### src/design/rnf_pkg.sv
// ----------------------------------------------------------------------------
// rnf_pkg - radix number formatter shared definitions
// Widths, register indexes, reset values and the control/status bundles
// exchanged between the controller and the datapath.
// ----------------------------------------------------------------------------
package rnf_pkg;

  // Fixed field widths
  localparam int NUM_PORT_W  = 32;   // width of the number field on the port
  localparam int SYM_W       = 8;    // one output byte
  localparam int RADIX_W     = 6;    // radix register
  localparam int CFG_DATA_W  = 64;   // widest register
  localparam int CFG_INDEX_W = 3;

  // Symbol table: 32 bytes held in four 64-bit registers
  localparam int NUM_SYMS    = 32;
  localparam int SYM_ADDR_W  = 5;

  // Digit buffer
  localparam int BUF_DEPTH   = 32;
  localparam int BUF_AW      = 5;
  localparam int COUNT_W     = 6;

  // Quotient bits resolved per divider cycle
  localparam int DIV_BITS    = 4;

  // Parameter defaults
  localparam int DEF_MAX_RADIX    = 32;
  localparam int DEF_NUMBER_WIDTH = 32;

  // Register indexes
  localparam logic [CFG_INDEX_W-1:0] REG_RADIX  = 3'd0;
  localparam logic [CFG_INDEX_W-1:0] REG_ALPHA0 = 3'd1;
  localparam logic [CFG_INDEX_W-1:0] REG_ALPHA1 = 3'd2;
  localparam logic [CFG_INDEX_W-1:0] REG_ALPHA2 = 3'd3;
  localparam logic [CFG_INDEX_W-1:0] REG_ALPHA3 = 3'd4;

  // Reset values: radix 10, symbols "0123456789"
  localparam logic [RADIX_W-1:0]    RADIX_RESET  = 6'd10;
  localparam logic [CFG_DATA_W-1:0] ALPHA0_RESET = 64'h3736_3534_3332_3130;
  localparam logic [CFG_DATA_W-1:0] ALPHA1_RESET = 64'h0000_0000_0000_3938;
  localparam logic [CFG_DATA_W-1:0] ALPHA2_RESET = 64'h0;
  localparam logic [CFG_DATA_W-1:0] ALPHA3_RESET = 64'h0;

  // Character codes
  localparam logic [SYM_W-1:0]   SYM_MINUS = 8'h2D;
  localparam logic [SYM_W-1:0]   SYM_PLUS  = 8'h2B;
  localparam logic [SYM_W-1:0]   SYM_NONE  = 8'h00;
  localparam logic [RADIX_W-1:0] MIN_RADIX = 6'd2;

  // Controller -> datapath commands
  typedef struct packed {
    logic load;       // capture the accepted number, clear counters
    logic check;      // test one alphabet symbol
    logic div_step;   // one divider cycle
    logic put_err;    // load the invalid-alphabet result
    logic put_sign;   // load '-'
    logic put_digit;  // load the next digit symbol, pop the buffer
  } rnf_cmd_t;

  // Datapath -> controller status
  typedef struct packed {
    logic check_bad;   // radix out of range or current symbol rejected
    logic check_last;  // current symbol is the last one in use
    logic div_last;    // final cycle of the current digit
    logic div_stop;    // no digit follows the current one
    logic negative;    // captured number was negative
    logic emit_last;   // one digit left in the buffer
    logic out_free;    // output register can take a result
  } rnf_status_t;

endpackage

### src/design/rnf_if.sv
// ----------------------------------------------------------------------------
// rnf_if - request channels of the radix number formatter
// rnf_num_if carries numbers in, rnf_sym_if carries formatted symbols out.
// ----------------------------------------------------------------------------
interface rnf_num_if;
  import rnf_pkg::*;

  logic                         valid;
  logic                         ready;
  logic signed [NUM_PORT_W-1:0] number;

  modport source (output valid, output number, input ready);
  modport sink   (input valid, input number, output ready);
endinterface

interface rnf_sym_if;
  import rnf_pkg::*;

  logic             valid;
  logic             ready;
  logic [SYM_W-1:0] symbol;
  logic             last;
  logic             invalid;

  modport source (output valid, output symbol, output last, output invalid, input ready);
  modport sink   (input valid, input symbol, input last, input invalid, output ready);
endinterface

### src/design/rnf_ctrl.sv
// ----------------------------------------------------------------------------
// rnf_ctrl - formatter sequencer
// Walks each request through alphabet check, then the invalid result or
// division, optional sign and digits; drives the datapath by command bundle.
// ----------------------------------------------------------------------------
module rnf_ctrl (
  input  logic                 clk,
  input  logic                 rst,
  input  logic                 in_valid,
  output logic                 in_ready,
  input  rnf_pkg::rnf_status_t status,
  output rnf_pkg::rnf_cmd_t    cmd
);
  import rnf_pkg::*;

  typedef enum logic [6:0] {
    S_IDLE    = 7'b0000001,
    S_CHECK   = 7'b0000010,
    S_DIV     = 7'b0000100,
    S_SIGN    = 7'b0001000,
    S_EMIT_RD = 7'b0010000,
    S_EMIT    = 7'b0100000,
    S_ERR     = 7'b1000000
  } state_t;

  state_t state, state_next;

  // State register
  always_ff @(posedge clk) begin
    if (rst) begin
      state <= S_IDLE;
    end else begin
      state <= state_next;
    end
  end

  // Next state and commands
  always_comb begin
    state_next = state;
    cmd        = '0;
    in_ready   = 1'b0;
    unique case (state)
      S_IDLE: begin
        in_ready = 1'b1;
        if (in_valid) begin
          cmd.load   = 1'b1;
          state_next = S_CHECK;
        end
      end
      S_CHECK: begin
        cmd.check = 1'b1;
        if (status.check_bad) begin
          state_next = S_ERR;
        end else if (status.check_last) begin
          state_next = S_DIV;
        end
      end
      S_DIV: begin
        cmd.div_step = 1'b1;
        if (status.div_last && status.div_stop) begin
          state_next = status.negative ? S_SIGN : S_EMIT_RD;
        end
      end
      S_SIGN: begin
        if (status.out_free) begin
          cmd.put_sign = 1'b1;
          state_next   = S_EMIT_RD;
        end
      end
      S_EMIT_RD: begin
        // buffer read address settles, data registered for S_EMIT
        state_next = S_EMIT;
      end
      S_EMIT: begin
        if (status.out_free) begin
          cmd.put_digit = 1'b1;
          state_next    = status.emit_last ? S_IDLE : S_EMIT_RD;
        end
      end
      S_ERR: begin
        if (status.out_free) begin
          cmd.put_err = 1'b1;
          state_next  = S_IDLE;
        end
      end
      default: begin
        state_next = S_IDLE;
      end
    endcase
  end

endmodule

### src/design/rnf_datapath.sv
// ----------------------------------------------------------------------------
// rnf_datapath - formatter registers, divider, digit buffer and output stage
// Holds the configuration, checks the alphabet one symbol per cycle, divides
// the magnitude by the radix DIV_BITS quotient bits per cycle, stores digits
// least significant first and hands symbols out through a register.
// ----------------------------------------------------------------------------
module rnf_datapath #(
  parameter int MAX_RADIX    = rnf_pkg::DEF_MAX_RADIX,
  parameter int NUMBER_WIDTH = rnf_pkg::DEF_NUMBER_WIDTH
) (
  input  logic                                 clk,
  input  logic                                 rst,
  input  logic                                 wr_en,
  input  logic [rnf_pkg::CFG_INDEX_W-1:0]      wr_index,
  input  logic [rnf_pkg::CFG_DATA_W-1:0]       wr_data,
  input  logic signed [rnf_pkg::NUM_PORT_W-1:0] number,
  input  rnf_pkg::rnf_cmd_t                    cmd,
  output rnf_pkg::rnf_status_t                 status,
  rnf_sym_if.source                            symbols
);
  import rnf_pkg::*;

  localparam int DIG_W      = (MAX_RADIX > 2) ? $clog2(MAX_RADIX) : 1;
  localparam int MAG_W      = ((NUMBER_WIDTH + DIV_BITS - 1) / DIV_BITS) * DIV_BITS;
  localparam int DIV_CYCLES = MAG_W / DIV_BITS;
  localparam int CYC_W      = $clog2(DIV_CYCLES);

  // Configuration
  logic [RADIX_W-1:0]    radix;
  logic [CFG_DATA_W-1:0] alpha0, alpha1, alpha2, alpha3;
  logic [NUM_SYMS*SYM_W-1:0] alpha_bytes;

  // Working registers
  logic [DIG_W-1:0]   chk_idx;
  logic [MAG_W-1:0]   quo;
  logic [DIG_W-1:0]   rem;
  logic [CYC_W-1:0]   cyc;
  logic [COUNT_W-1:0] count;
  logic               negative;
  logic [DIG_W-1:0]   digit_mem [BUF_DEPTH];
  logic [DIG_W-1:0]   digit_q;

  // Output register
  logic             out_valid;
  logic [SYM_W-1:0] out_symbol;
  logic             out_last;
  logic             out_invalid;

  // Combinational
  logic [NUMBER_WIDTH-1:0] raw;
  logic [NUMBER_WIDTH-1:0] mag;
  logic [SYM_ADDR_W-1:0]   sym_addr;
  logic [SYM_W-1:0]        sym;
  logic                    dup;
  logic                    range_bad;
  logic [MAG_W-1:0]        quo_next;
  logic [DIG_W-1:0]        rem_next;
  logic [COUNT_W-1:0]      count_m1;
  logic [BUF_AW-1:0]       rd_addr;
  logic                    out_free;

  // Configuration writes; indexes past the list are dropped
  always_ff @(posedge clk) begin
    if (rst) begin
      radix  <= RADIX_RESET;
      alpha0 <= ALPHA0_RESET;
      alpha1 <= ALPHA1_RESET;
      alpha2 <= ALPHA2_RESET;
      alpha3 <= ALPHA3_RESET;
    end else if (wr_en) begin
      unique case (wr_index)
        REG_RADIX:  radix  <= wr_data[RADIX_W-1:0];
        REG_ALPHA0: alpha0 <= wr_data;
        REG_ALPHA1: alpha1 <= wr_data;
        REG_ALPHA2: alpha2 <= wr_data;
        REG_ALPHA3: alpha3 <= wr_data;
        default: ;
      endcase
    end
  end

  assign alpha_bytes = {alpha3, alpha2, alpha1, alpha0};

  // Symbol lookup: check index while checking, buffered digit while emitting
  assign sym_addr = cmd.check ? SYM_ADDR_W'(chk_idx) : SYM_ADDR_W'(digit_q);
  assign sym      = alpha_bytes[sym_addr*SYM_W +: SYM_W];

  // Compare the current symbol against every earlier one in use
  always_comb begin
    dup = 1'b0;
    for (int j = 0; j < MAX_RADIX; j++) begin
      if ((j < int'(chk_idx)) && (alpha_bytes[j*SYM_W +: SYM_W] == sym)) begin
        dup = 1'b1;
      end
    end
  end

  assign range_bad = (radix < MIN_RADIX) || (radix > RADIX_W'(MAX_RADIX));

  // Magnitude of the low NUMBER_WIDTH bits
  assign raw = number[NUMBER_WIDTH-1:0];
  assign mag = raw[NUMBER_WIDTH-1] ? (~raw + NUMBER_WIDTH'(1)) : raw;

  // Restoring division, DIV_BITS quotient bits per cycle
  always_comb begin
    logic [DIG_W:0]   rem_w;
    logic [DIG_W:0]   div_w;
    logic [MAG_W-1:0] quo_w;
    rem_w = {1'b0, rem};
    div_w = radix[DIG_W:0];
    quo_w = quo;
    for (int k = 0; k < DIV_BITS; k++) begin
      rem_w = {rem_w[DIG_W-1:0], quo_w[MAG_W-1]};
      quo_w = {quo_w[MAG_W-2:0], 1'b0};
      if (rem_w >= div_w) begin
        rem_w    = rem_w - div_w;
        quo_w[0] = 1'b1;
      end
    end
    quo_next = quo_w;
    rem_next = rem_w[DIG_W-1:0];
  end

  // Check index, divider and digit count
  always_ff @(posedge clk) begin
    if (rst) begin
      count <= '0;
    end else if (cmd.load) begin
      count <= '0;
    end else if (cmd.div_step && (cyc == CYC_W'(DIV_CYCLES - 1))) begin
      count <= count + COUNT_W'(1);
    end else if (cmd.put_digit) begin
      count <= count_m1;
    end
  end

  always_ff @(posedge clk) begin
    if (cmd.load) begin
      chk_idx  <= '0;
      quo      <= MAG_W'(mag);
      rem      <= '0;
      cyc      <= '0;
      negative <= raw[NUMBER_WIDTH-1];
    end else if (cmd.check) begin
      chk_idx <= chk_idx + DIG_W'(1);
    end else if (cmd.div_step) begin
      quo <= quo_next;
      if (cyc == CYC_W'(DIV_CYCLES - 1)) begin
        rem <= '0;
        cyc <= '0;
      end else begin
        rem <= rem_next;
        cyc <= cyc + CYC_W'(1);
      end
    end
  end

  // Digit buffer: written at the count, read at count-1
  assign count_m1 = count - COUNT_W'(1);
  assign rd_addr  = count_m1[BUF_AW-1:0];

  always_ff @(posedge clk) begin
    if (cmd.div_step && (cyc == CYC_W'(DIV_CYCLES - 1))) begin
      digit_mem[count[BUF_AW-1:0]] <= rem_next;
    end
    digit_q <= digit_mem[rd_addr];
  end

  // Output register
  assign out_free = !out_valid || symbols.ready;

  always_ff @(posedge clk) begin
    if (rst) begin
      out_valid <= 1'b0;
    end else if (cmd.put_err || cmd.put_sign || cmd.put_digit) begin
      out_valid <= 1'b1;
    end else if (symbols.ready) begin
      out_valid <= 1'b0;
    end
  end

  always_ff @(posedge clk) begin
    if (cmd.put_err) begin
      out_symbol  <= SYM_NONE;
      out_last    <= 1'b1;
      out_invalid <= 1'b1;
    end else if (cmd.put_sign) begin
      out_symbol  <= SYM_MINUS;
      out_last    <= 1'b0;
      out_invalid <= 1'b0;
    end else if (cmd.put_digit) begin
      out_symbol  <= sym;
      out_last    <= (count == COUNT_W'(1));
      out_invalid <= 1'b0;
    end
  end

  assign symbols.valid   = out_valid;
  assign symbols.symbol  = out_symbol;
  assign symbols.last    = out_last;
  assign symbols.invalid = out_invalid;

  // Status
  assign status.check_bad  = range_bad || (sym == SYM_NONE) || (sym == SYM_PLUS) ||
                             (sym == SYM_MINUS) || dup;
  assign status.check_last = (RADIX_W'(chk_idx) == (radix - RADIX_W'(1)));
  assign status.div_last   = (cyc == CYC_W'(DIV_CYCLES - 1));
  assign status.div_stop   = (quo_next == '0) || (count == COUNT_W'(BUF_DEPTH - 1));
  assign status.negative   = negative;
  assign status.emit_last  = (count == COUNT_W'(1));
  assign status.out_free   = out_free;

  // Results are only loaded into a free output register
  a_put_free: assert property (@(posedge clk) disable iff (rst)
    (cmd.put_err || cmd.put_sign || cmd.put_digit) |-> out_free)
    else $error("result loaded over a held result");

  // Digit count stays within the buffer
  a_count_range: assert property (@(posedge clk) disable iff (rst)
    count <= COUNT_W'(BUF_DEPTH))
    else $error("digit count past buffer depth");

  // Partial remainder stays below the radix while dividing
  a_rem_lt: assert property (@(posedge clk) disable iff (rst)
    cmd.div_step |-> (RADIX_W'(rem) < radix))
    else $error("remainder not below radix");

  // Emitting the final digit empties the buffer
  a_last_empties: assert property (@(posedge clk) disable iff (rst)
    (cmd.put_digit && status.emit_last) |=> (count == '0))
    else $error("buffer not empty after final digit");

endmodule

### src/design/radix_number_formatter.sv
// ----------------------------------------------------------------------------
// radix_number_formatter - signed integer to text in a configured radix
// Formats each number as alphabet symbols, most significant digit first.
// ----------------------------------------------------------------------------
// Usage:
//   numbers : one request per signed number (low NUMBER_WIDTH bits used).
//   symbols : one request per output byte; last marks a number's final byte.
//             A negative number starts with '-'. If the radix is outside
//             2..MAX_RADIX or the alphabet holds 0, '+', '-' or a repeated
//             symbol among the first radix entries, the number yields a
//             single request with symbol 0, last and invalid set.
//   wr_en/wr_index/wr_data : register writes (radix, alphabet_0..3); write
//             only while no number is in flight.
// Per number, in order: accept, then the alphabet check (one symbol per
// cycle, at most radix symbols), then the division, repeated for each
// digit (4 quotient bits per cycle), then the sign if negative, then for
// each digit a buffer read and an output load. Sign and digit loads wait
// while the output register still holds an unaccepted symbol.
// The next number is accepted once the last symbol is in the output register.
// Reset restores radix 10 and symbols "0".."9" and empties the output stage.
// A stalled receiver holds the current symbol; the sequencer waits with it.
// ----------------------------------------------------------------------------
module radix_number_formatter #(
  parameter int MAX_RADIX    = rnf_pkg::DEF_MAX_RADIX,
  parameter int NUMBER_WIDTH = rnf_pkg::DEF_NUMBER_WIDTH
) (
  input  logic                            clk,
  input  logic                            rst,
  input  logic                            wr_en,
  input  logic [rnf_pkg::CFG_INDEX_W-1:0] wr_index,
  input  logic [rnf_pkg::CFG_DATA_W-1:0]  wr_data,
  rnf_num_if.sink                         numbers,
  rnf_sym_if.source                       symbols
);
  import rnf_pkg::*;

  rnf_cmd_t    cmd;
  rnf_status_t status;
  logic        in_ready;

  // Sequencer
  rnf_ctrl u_ctrl (
    .clk      (clk),
    .rst      (rst),
    .in_valid (numbers.valid),
    .in_ready (in_ready),
    .status   (status),
    .cmd      (cmd)
  );

  assign numbers.ready = in_ready;

  // Registers, divider, buffer and output stage
  rnf_datapath #(
    .MAX_RADIX    (MAX_RADIX),
    .NUMBER_WIDTH (NUMBER_WIDTH)
  ) u_datapath (
    .clk      (clk),
    .rst      (rst),
    .wr_en    (wr_en),
    .wr_index (wr_index),
    .wr_data  (wr_data),
    .number   (numbers.number),
    .cmd      (cmd),
    .status   (status),
    .symbols  (symbols)
  );

endmodule

### src/flat_wrapper.sv
// flat-port wrapper written by rule: the top's interface ports become plain ports
module radix_number_formatter_flat import rnf_pkg::*;
#(
  parameter int MAX_RADIX    = rnf_pkg::DEF_MAX_RADIX,
  parameter int NUMBER_WIDTH = rnf_pkg::DEF_NUMBER_WIDTH
)
  (clk, rst, wr_en, wr_index, wr_data, numbers_valid, numbers_number, numbers_ready, symbols_valid, symbols_symbol, symbols_last, symbols_invalid, symbols_ready);
  rnf_num_if numbers_i ();
  rnf_sym_if symbols_i ();
  input  logic clk;
  input  logic rst;
  input  logic wr_en;
  input  logic [rnf_pkg::CFG_INDEX_W-1:0] wr_index;
  input  logic [rnf_pkg::CFG_DATA_W-1:0] wr_data;
  input wire logic [$bits(numbers_i.valid)-1:0] numbers_valid;
  input wire logic [$bits(numbers_i.number)-1:0] numbers_number;
  output wire logic [$bits(numbers_i.ready)-1:0] numbers_ready;
  output wire logic [$bits(symbols_i.valid)-1:0] symbols_valid;
  output wire logic [$bits(symbols_i.symbol)-1:0] symbols_symbol;
  output wire logic [$bits(symbols_i.last)-1:0] symbols_last;
  output wire logic [$bits(symbols_i.invalid)-1:0] symbols_invalid;
  input wire logic [$bits(symbols_i.ready)-1:0] symbols_ready;
  assign numbers_i.valid = numbers_valid;
  assign numbers_i.number = numbers_number;
  assign numbers_ready = numbers_i.ready;
  assign symbols_valid = symbols_i.valid;
  assign symbols_symbol = symbols_i.symbol;
  assign symbols_last = symbols_i.last;
  assign symbols_invalid = symbols_i.invalid;
  assign symbols_i.ready = symbols_ready;
  radix_number_formatter #(.MAX_RADIX(MAX_RADIX), .NUMBER_WIDTH(NUMBER_WIDTH)) u_core (.clk(clk), .rst(rst), .wr_en(wr_en), .wr_index(wr_index), .wr_data(wr_data), .numbers(numbers_i), .symbols(symbols_i));
endmodule
### config.mk
export PLATFORM = sky130hd
export DESIGN_NAME = radix_number_formatter_flat
export DESIGN_NICKNAME = d
export VERILOG_FILES = /design/src/design/rnf_pkg.sv /design/src/design/rnf_if.sv /design/src/design/rnf_ctrl.sv /design/src/design/rnf_datapath.sv /design/src/design/radix_number_formatter.sv /design/src/flat_wrapper.sv
export SDC_FILE = /design/constraint.sdc
export NUM_CORES = 1
export LEC_CHECK = 0
export BUFFER_PORTS_ARGS = -buffer_cell sky130_fd_sc_hd__buf_2
export CAP_MARGIN = 10
export CORE_MARGIN = 4
export CORE_UTILIZATION = 55
export CTS_CLUSTER_DIAMETER = 200
export DETAILED_ROUTE_END_ITERATION = 8
export PLACE_DENSITY_LB_ADDON = 0.05
export SLEW_MARGIN = 20
export SYNTH_ARGS = -nofsm -noshare
export SYNTH_HDL_FRONTEND = slang
export SYNTH_SLANG_ARGS = --single-unit
export TNS_END_PERCENT = 50
### constraint.sdc
create_clock -name clk -period 8.42 [get_ports clk]
set_clock_uncertainty 0.2 [all_clocks]
set_input_delay 0.842 -clock clk [delete_from_list [all_inputs] [get_ports clk]]
set_output_delay 0.842 -clock clk [all_outputs]
set_load 0.01 [all_outputs]
==> results list <==
- Layout cell share with drive strength beyond 1: 12.8%
- Total area of multi-input combinational cells: 14500 sq um
* Final worst path period need: 8.01 ns
- For this run, design rule violations remaining after detail routing come to 0.
* Per-cell routed wire length: 28.2 um
* Tightest Pin Transition: 1.18 ns
* Startpoint Class: flop
* Slowest-stage cell, CP: sky130_fd_sc_hd__fa_1
- Pin placement for this block handled 116 I/O pins.
- Core Area: 49100 sq um
* Final routed wirelength across all metal layers: 106 mm
* Tot GR Track Use: 38.6%
- Clock root buffer: sky130_fd_sc_hd__clkbuf_16
- CP max FO: 5
- The critical path crosses 36 cells after its start point.
- CP delay by family, top: compound AO/OA/AOI/OAI gates
- Max Root-Sink Buffers: 3
- In this run the worst hold path is classified as reg -> reg.
- Number of rows in the core area: 81
- Final Wtd Congestion: 1.08
* Number of register bits inferred by synthesis: 497
- Worst reg2reg path depth: 36
- The run finished with clean final reports.
- Sorting the synthesized cells by area gives the leading types as sky130_fd_sc_hd__dfxtp_1 22%, sky130_fd_sc_hd__edfxtp_1 21%, sky130_fd_sc_hd__nand2_1 9.0%, sky130_fd_sc_hd__a21oi_1 6.1%, sky130_fd_sc_hd__xor2_1 4.8%.
* R2R Setup Slk: 0.41 ns
* DR vias: 24963
* Required @ worst endpoint: 8.70 ns
- Area of the die: 53500 sq um
* Final worst-path cycle share: 95.1%
* Pin count of the biggest net entering global routing: 111
- The floorplan step set the die width to 231 um.
* Length of routed wiring on met1: 40.7 mm
- Worst Setup SP: u_core.u_datapath.quo[31]
- Die Y-Extent: 231 um
- Setup repair after global routing missed its margin: false
- Crit path capture type: flop
* Longest individual stage delay on the worst path: 0.41 ns
* Vias in the first global route: 23442
* Most common cell after layout, fill and taps aside: sky130_fd_sc_hd__nand2_1
* Share of synthesized flip-flops with an asynchronous set or reset: 0%
* Layout filler cell count: 4232
* Bufs and invs on worst path: 3
* Clock insertion delay at the later pin of the skew report: 0.64 ns
* Commonest cells after routing, fill and taps aside: 654 x sky130_fd_sc_hd__nand2_1, 325 x sky130_fd_sc_hd__a21oi_1, 303 x sky130_fd_sc_hd__dfxtp_1, 193 x sky130_fd_sc_hd__edfxtp_1, 149 x sky130_fd_sc_hd__xor2_1
- Remaining antenna violation count after routing: 0
* Arr. time, crit path: 8.29 ns
- Last element of the critical path: u_core.u_ctrl.state[3]
- Detailed route wirelength on metal3: 10.7 mm
- Total standard cell area after synthesis: 27400 sq um
* Initial antenna violation count: 3
* Num Clock Sinks: 497
- After detailed routing, the met2 layer carries 47.1 mm of wire.
* Distinct cell type count of the synthesized netlist: 88
- Most used DFF post-synth: sky130_fd_sc_hd__dfxtp_1
* Yosys warning count: 0
- Of the post-synthesis cell area, the dominant cell type holds 22.2%.
- The final number of max-transition violations is 0.
* Initial cell density of the core: 55.9%
- At the end of the flow, the number of nets in the layout was 3196.
- Area post-placement: 28500 sq um
- Gate count after technology mapping: 3029
* P per Cell Area: 213 nW/um^2
- Type of the setup path with the least slack: reg -> reg
- TritonCTS clock tree: built
* Buffers on Ports: 115
* Global route overflow: 0
- Measured against its own limit, the worst slew margin works out to 20.8%.
* Final hold vios: 0
- H-tree levels: 2
* HPWL reported at the end of detailed placement: 75.0 mm
- The worst register-to-register path ends at u_core.u_ctrl.state[3].
- Setup TNS Final: 0 ns
* Peak supply drop: 332 uV
- In this run the mean area of a mapped cell was 9.05 sq um.
* Clock-pin slew on the worst setup and hold paths: 0.07 ns
- Drt first-iter violations: 3566
* DR pass1 iterations: 6
- The number of nets in the synthesized netlist is 3171.
- Cell area after layout: 30200 sq um
* Sequential-to-total area share from yosys stat: 43.4%
* Setup-failing EPs final: 0
- The synthesized design spends more area on one cell type than any other, namely sky130_fd_sc_hd__dfxtp_1.
* Count of flip-flops with a built-in enable after synthesis: 193
* Static leakage power: 10.7 nW
- CTS buffer count: 50
- In the final layout, flip-flops and latches occupy 11900 sq um.
* FF-to-FF Start: u_core.u_datapath.quo[31]
- Per-cell via count in the routed design: 6.64
* Global-route wire length before repair: 155 mm
- Timing would allow up to 125 MHz.
- Max capacitance violation total: 0
- From synthesis to final layout, the design area changed by 10.4%.
- Top Metal Used: met4
==> per-layer routing <==
| metal | vias up | GRT usage, % |
|---|---|---|
| met2 | 1632 | 59.6 |
| met3 | 375 | 7.92 |
| li1 | 10939 | - |
| met5 | - | 0 |
| met4 | 0 | 22.0 |
| met1 | 12017 | 50.7 |
==> report_power, final <==
part / switching, mW / total, mW / leakage (nW) / internal [mW]
clock: 0.990 / 2.29 / 0.824 / 1.30
combinational: 0.871 / 1.24 / 5.70 / 0.370
sequential: 0.0841 / 2.91 / 4.22 / 2.82
total: 1.94 / 6.44 / 10.7 / 4.49
==> cell type report <==
| cell class | count | share of cell area (%) |
|---|---|---|
| well taps | 664 | 2.75 |
| inverters | 45 | 0.559 |
| flip-flops and latches | 497 | 39.3 |
| clock inverters | 24 | 0.972 |
| clock buffers | 69 | 4.64 |
| multi-input cells | 2266 | 47.8 |
| diodes | 2 | 0.0165 |
| repair buffers | 194 | 3.98 |
==> what timing repair did <==
item,4_1_cts,5_1_grt
hold buffers,0,0
setup endpoints to repair,0,142
resized for setup,0,8
setup buffers,0,1
==> worst min path at each step <==
stage / cells past startpoint / endpoint / slack [ns] / start
final: 2 / u_core.u_datapath.alpha3[57] / 0.26 / u_core.u_datapath.alpha3[57]
after global routing: 3 / u_core.u_datapath.alpha1[60] / 0.26 / wr_data[60]
after CTS: 3 / u_core.u_datapath.alpha0[60] / 0.24 / wr_data[60]
after detailed placement: 2 / u_core.u_datapath.alpha3[57] / 0.25 / u_core.u_datapath.alpha3[57]
after global placement: 2 / u_core.u_datapath.cyc[2] / 0.25 / u_core.u_datapath.cyc[2]
after floorplan: 2 / u_core.u_datapath.alpha3[57] / 0.23 / u_core.u_datapath.alpha3[57]
==> kinds of logic after synthesis <==
family	synth area share [%]
DFF	43.4
and+or+nand+nor	19.1
buffers and inverters	4.33
AOI/OAI and AO/OA	16.9
xor gates and xnor gates	9.14
muxes	5.27
adders and majority gates	1.84
==> synthesized netlist by cell type, types with 16 or more instances <==
library cell,count
sky130_fd_sc_hd__xnor2_1,137
sky130_fd_sc_hd__nand4_1,27
sky130_fd_sc_hd__nand2_1,656
sky130_fd_sc_hd__buf_2,21
sky130_fd_sc_hd__a211oi_1,70
sky130_fd_sc_hd__nand3b_1,43
sky130_fd_sc_hd__o21ai_0,106
sky130_fd_sc_hd__mux2i_1,16
sky130_fd_sc_hd__nor4_1,44
sky130_fd_sc_hd__edfxtp_1,193
sky130_fd_sc_hd__clkbuf_1,147
sky130_fd_sc_hd__nor3_1,47
sky130_fd_sc_hd__a21oi_1,333
sky130_fd_sc_hd__and3_1,62
sky130_fd_sc_hd__ha_1,34
sky130_fd_sc_hd__dfxtp_1,304
sky130_fd_sc_hd__nand3_1,58
sky130_fd_sc_hd__a2111oi_0,23
sky130_fd_sc_hd__xor2_1,149
sky130_fd_sc_hd__o31ai_1,23
sky130_fd_sc_hd__inv_1,42
sky130_fd_sc_hd__nor2_1,83
sky130_fd_sc_hd__a21o_1,22
sky130_fd_sc_hd__buf_4,26
sky130_fd_sc_hd__nand2b_1,23
sky130_fd_sc_hd__mux4_2,50
sky130_fd_sc_hd__buf_1,19
==> stage by stage <==
| stage | setup WS, ns | total power, mW | hold slack, ns | cells | util, % |
|---|---|---|---|---|---|
| after floorplan | 0.0963 | 3.68 | 0.231 | 3029 | - |
| after global routing | 0.0171 | 6.65 | 0.262 | 3759 | 61.6 |
| final | 0.410 | 6.44 | 0.258 | 3761 | 61.7 |
| after detailed placement | 0.143 | 4.16 | 0.246 | 3665 | 58.1 |
| after CTS | 0.0925 | 6.42 | 0.240 | 3758 | 61.6 |
| after global placement | 0.223 | 4.13 | 0.248 | 3665 | 58.1 |
==> registers in the layout, indices dropped and copies added (netlist names), 6 cells and up <==
name / flops
u_core.u_datapath.digit_mem: 160
u_core.u_datapath.alpha0: 64
u_core.u_datapath.radix: 6
u_core.u_datapath.alpha3: 64
u_core.u_ctrl.state: 7
u_core.u_datapath.alpha1: 64
u_core.u_datapath.count: 6
u_core.u_datapath.symbols.symbol: 8
u_core.u_datapath.alpha2: 64
u_core.u_datapath.quo: 32
==> worst min-delay path, stage by stage (launching register included) <==
cell                      delay (ns)
sky130_fd_sc_hd__dfxtp_1        0.31
sky130_fd_sc_hd__nand2_1        0.05
sky130_fd_sc_hd__a21oi_1        0.05
No activity file was read; power rests on OpenSTA's default activity.
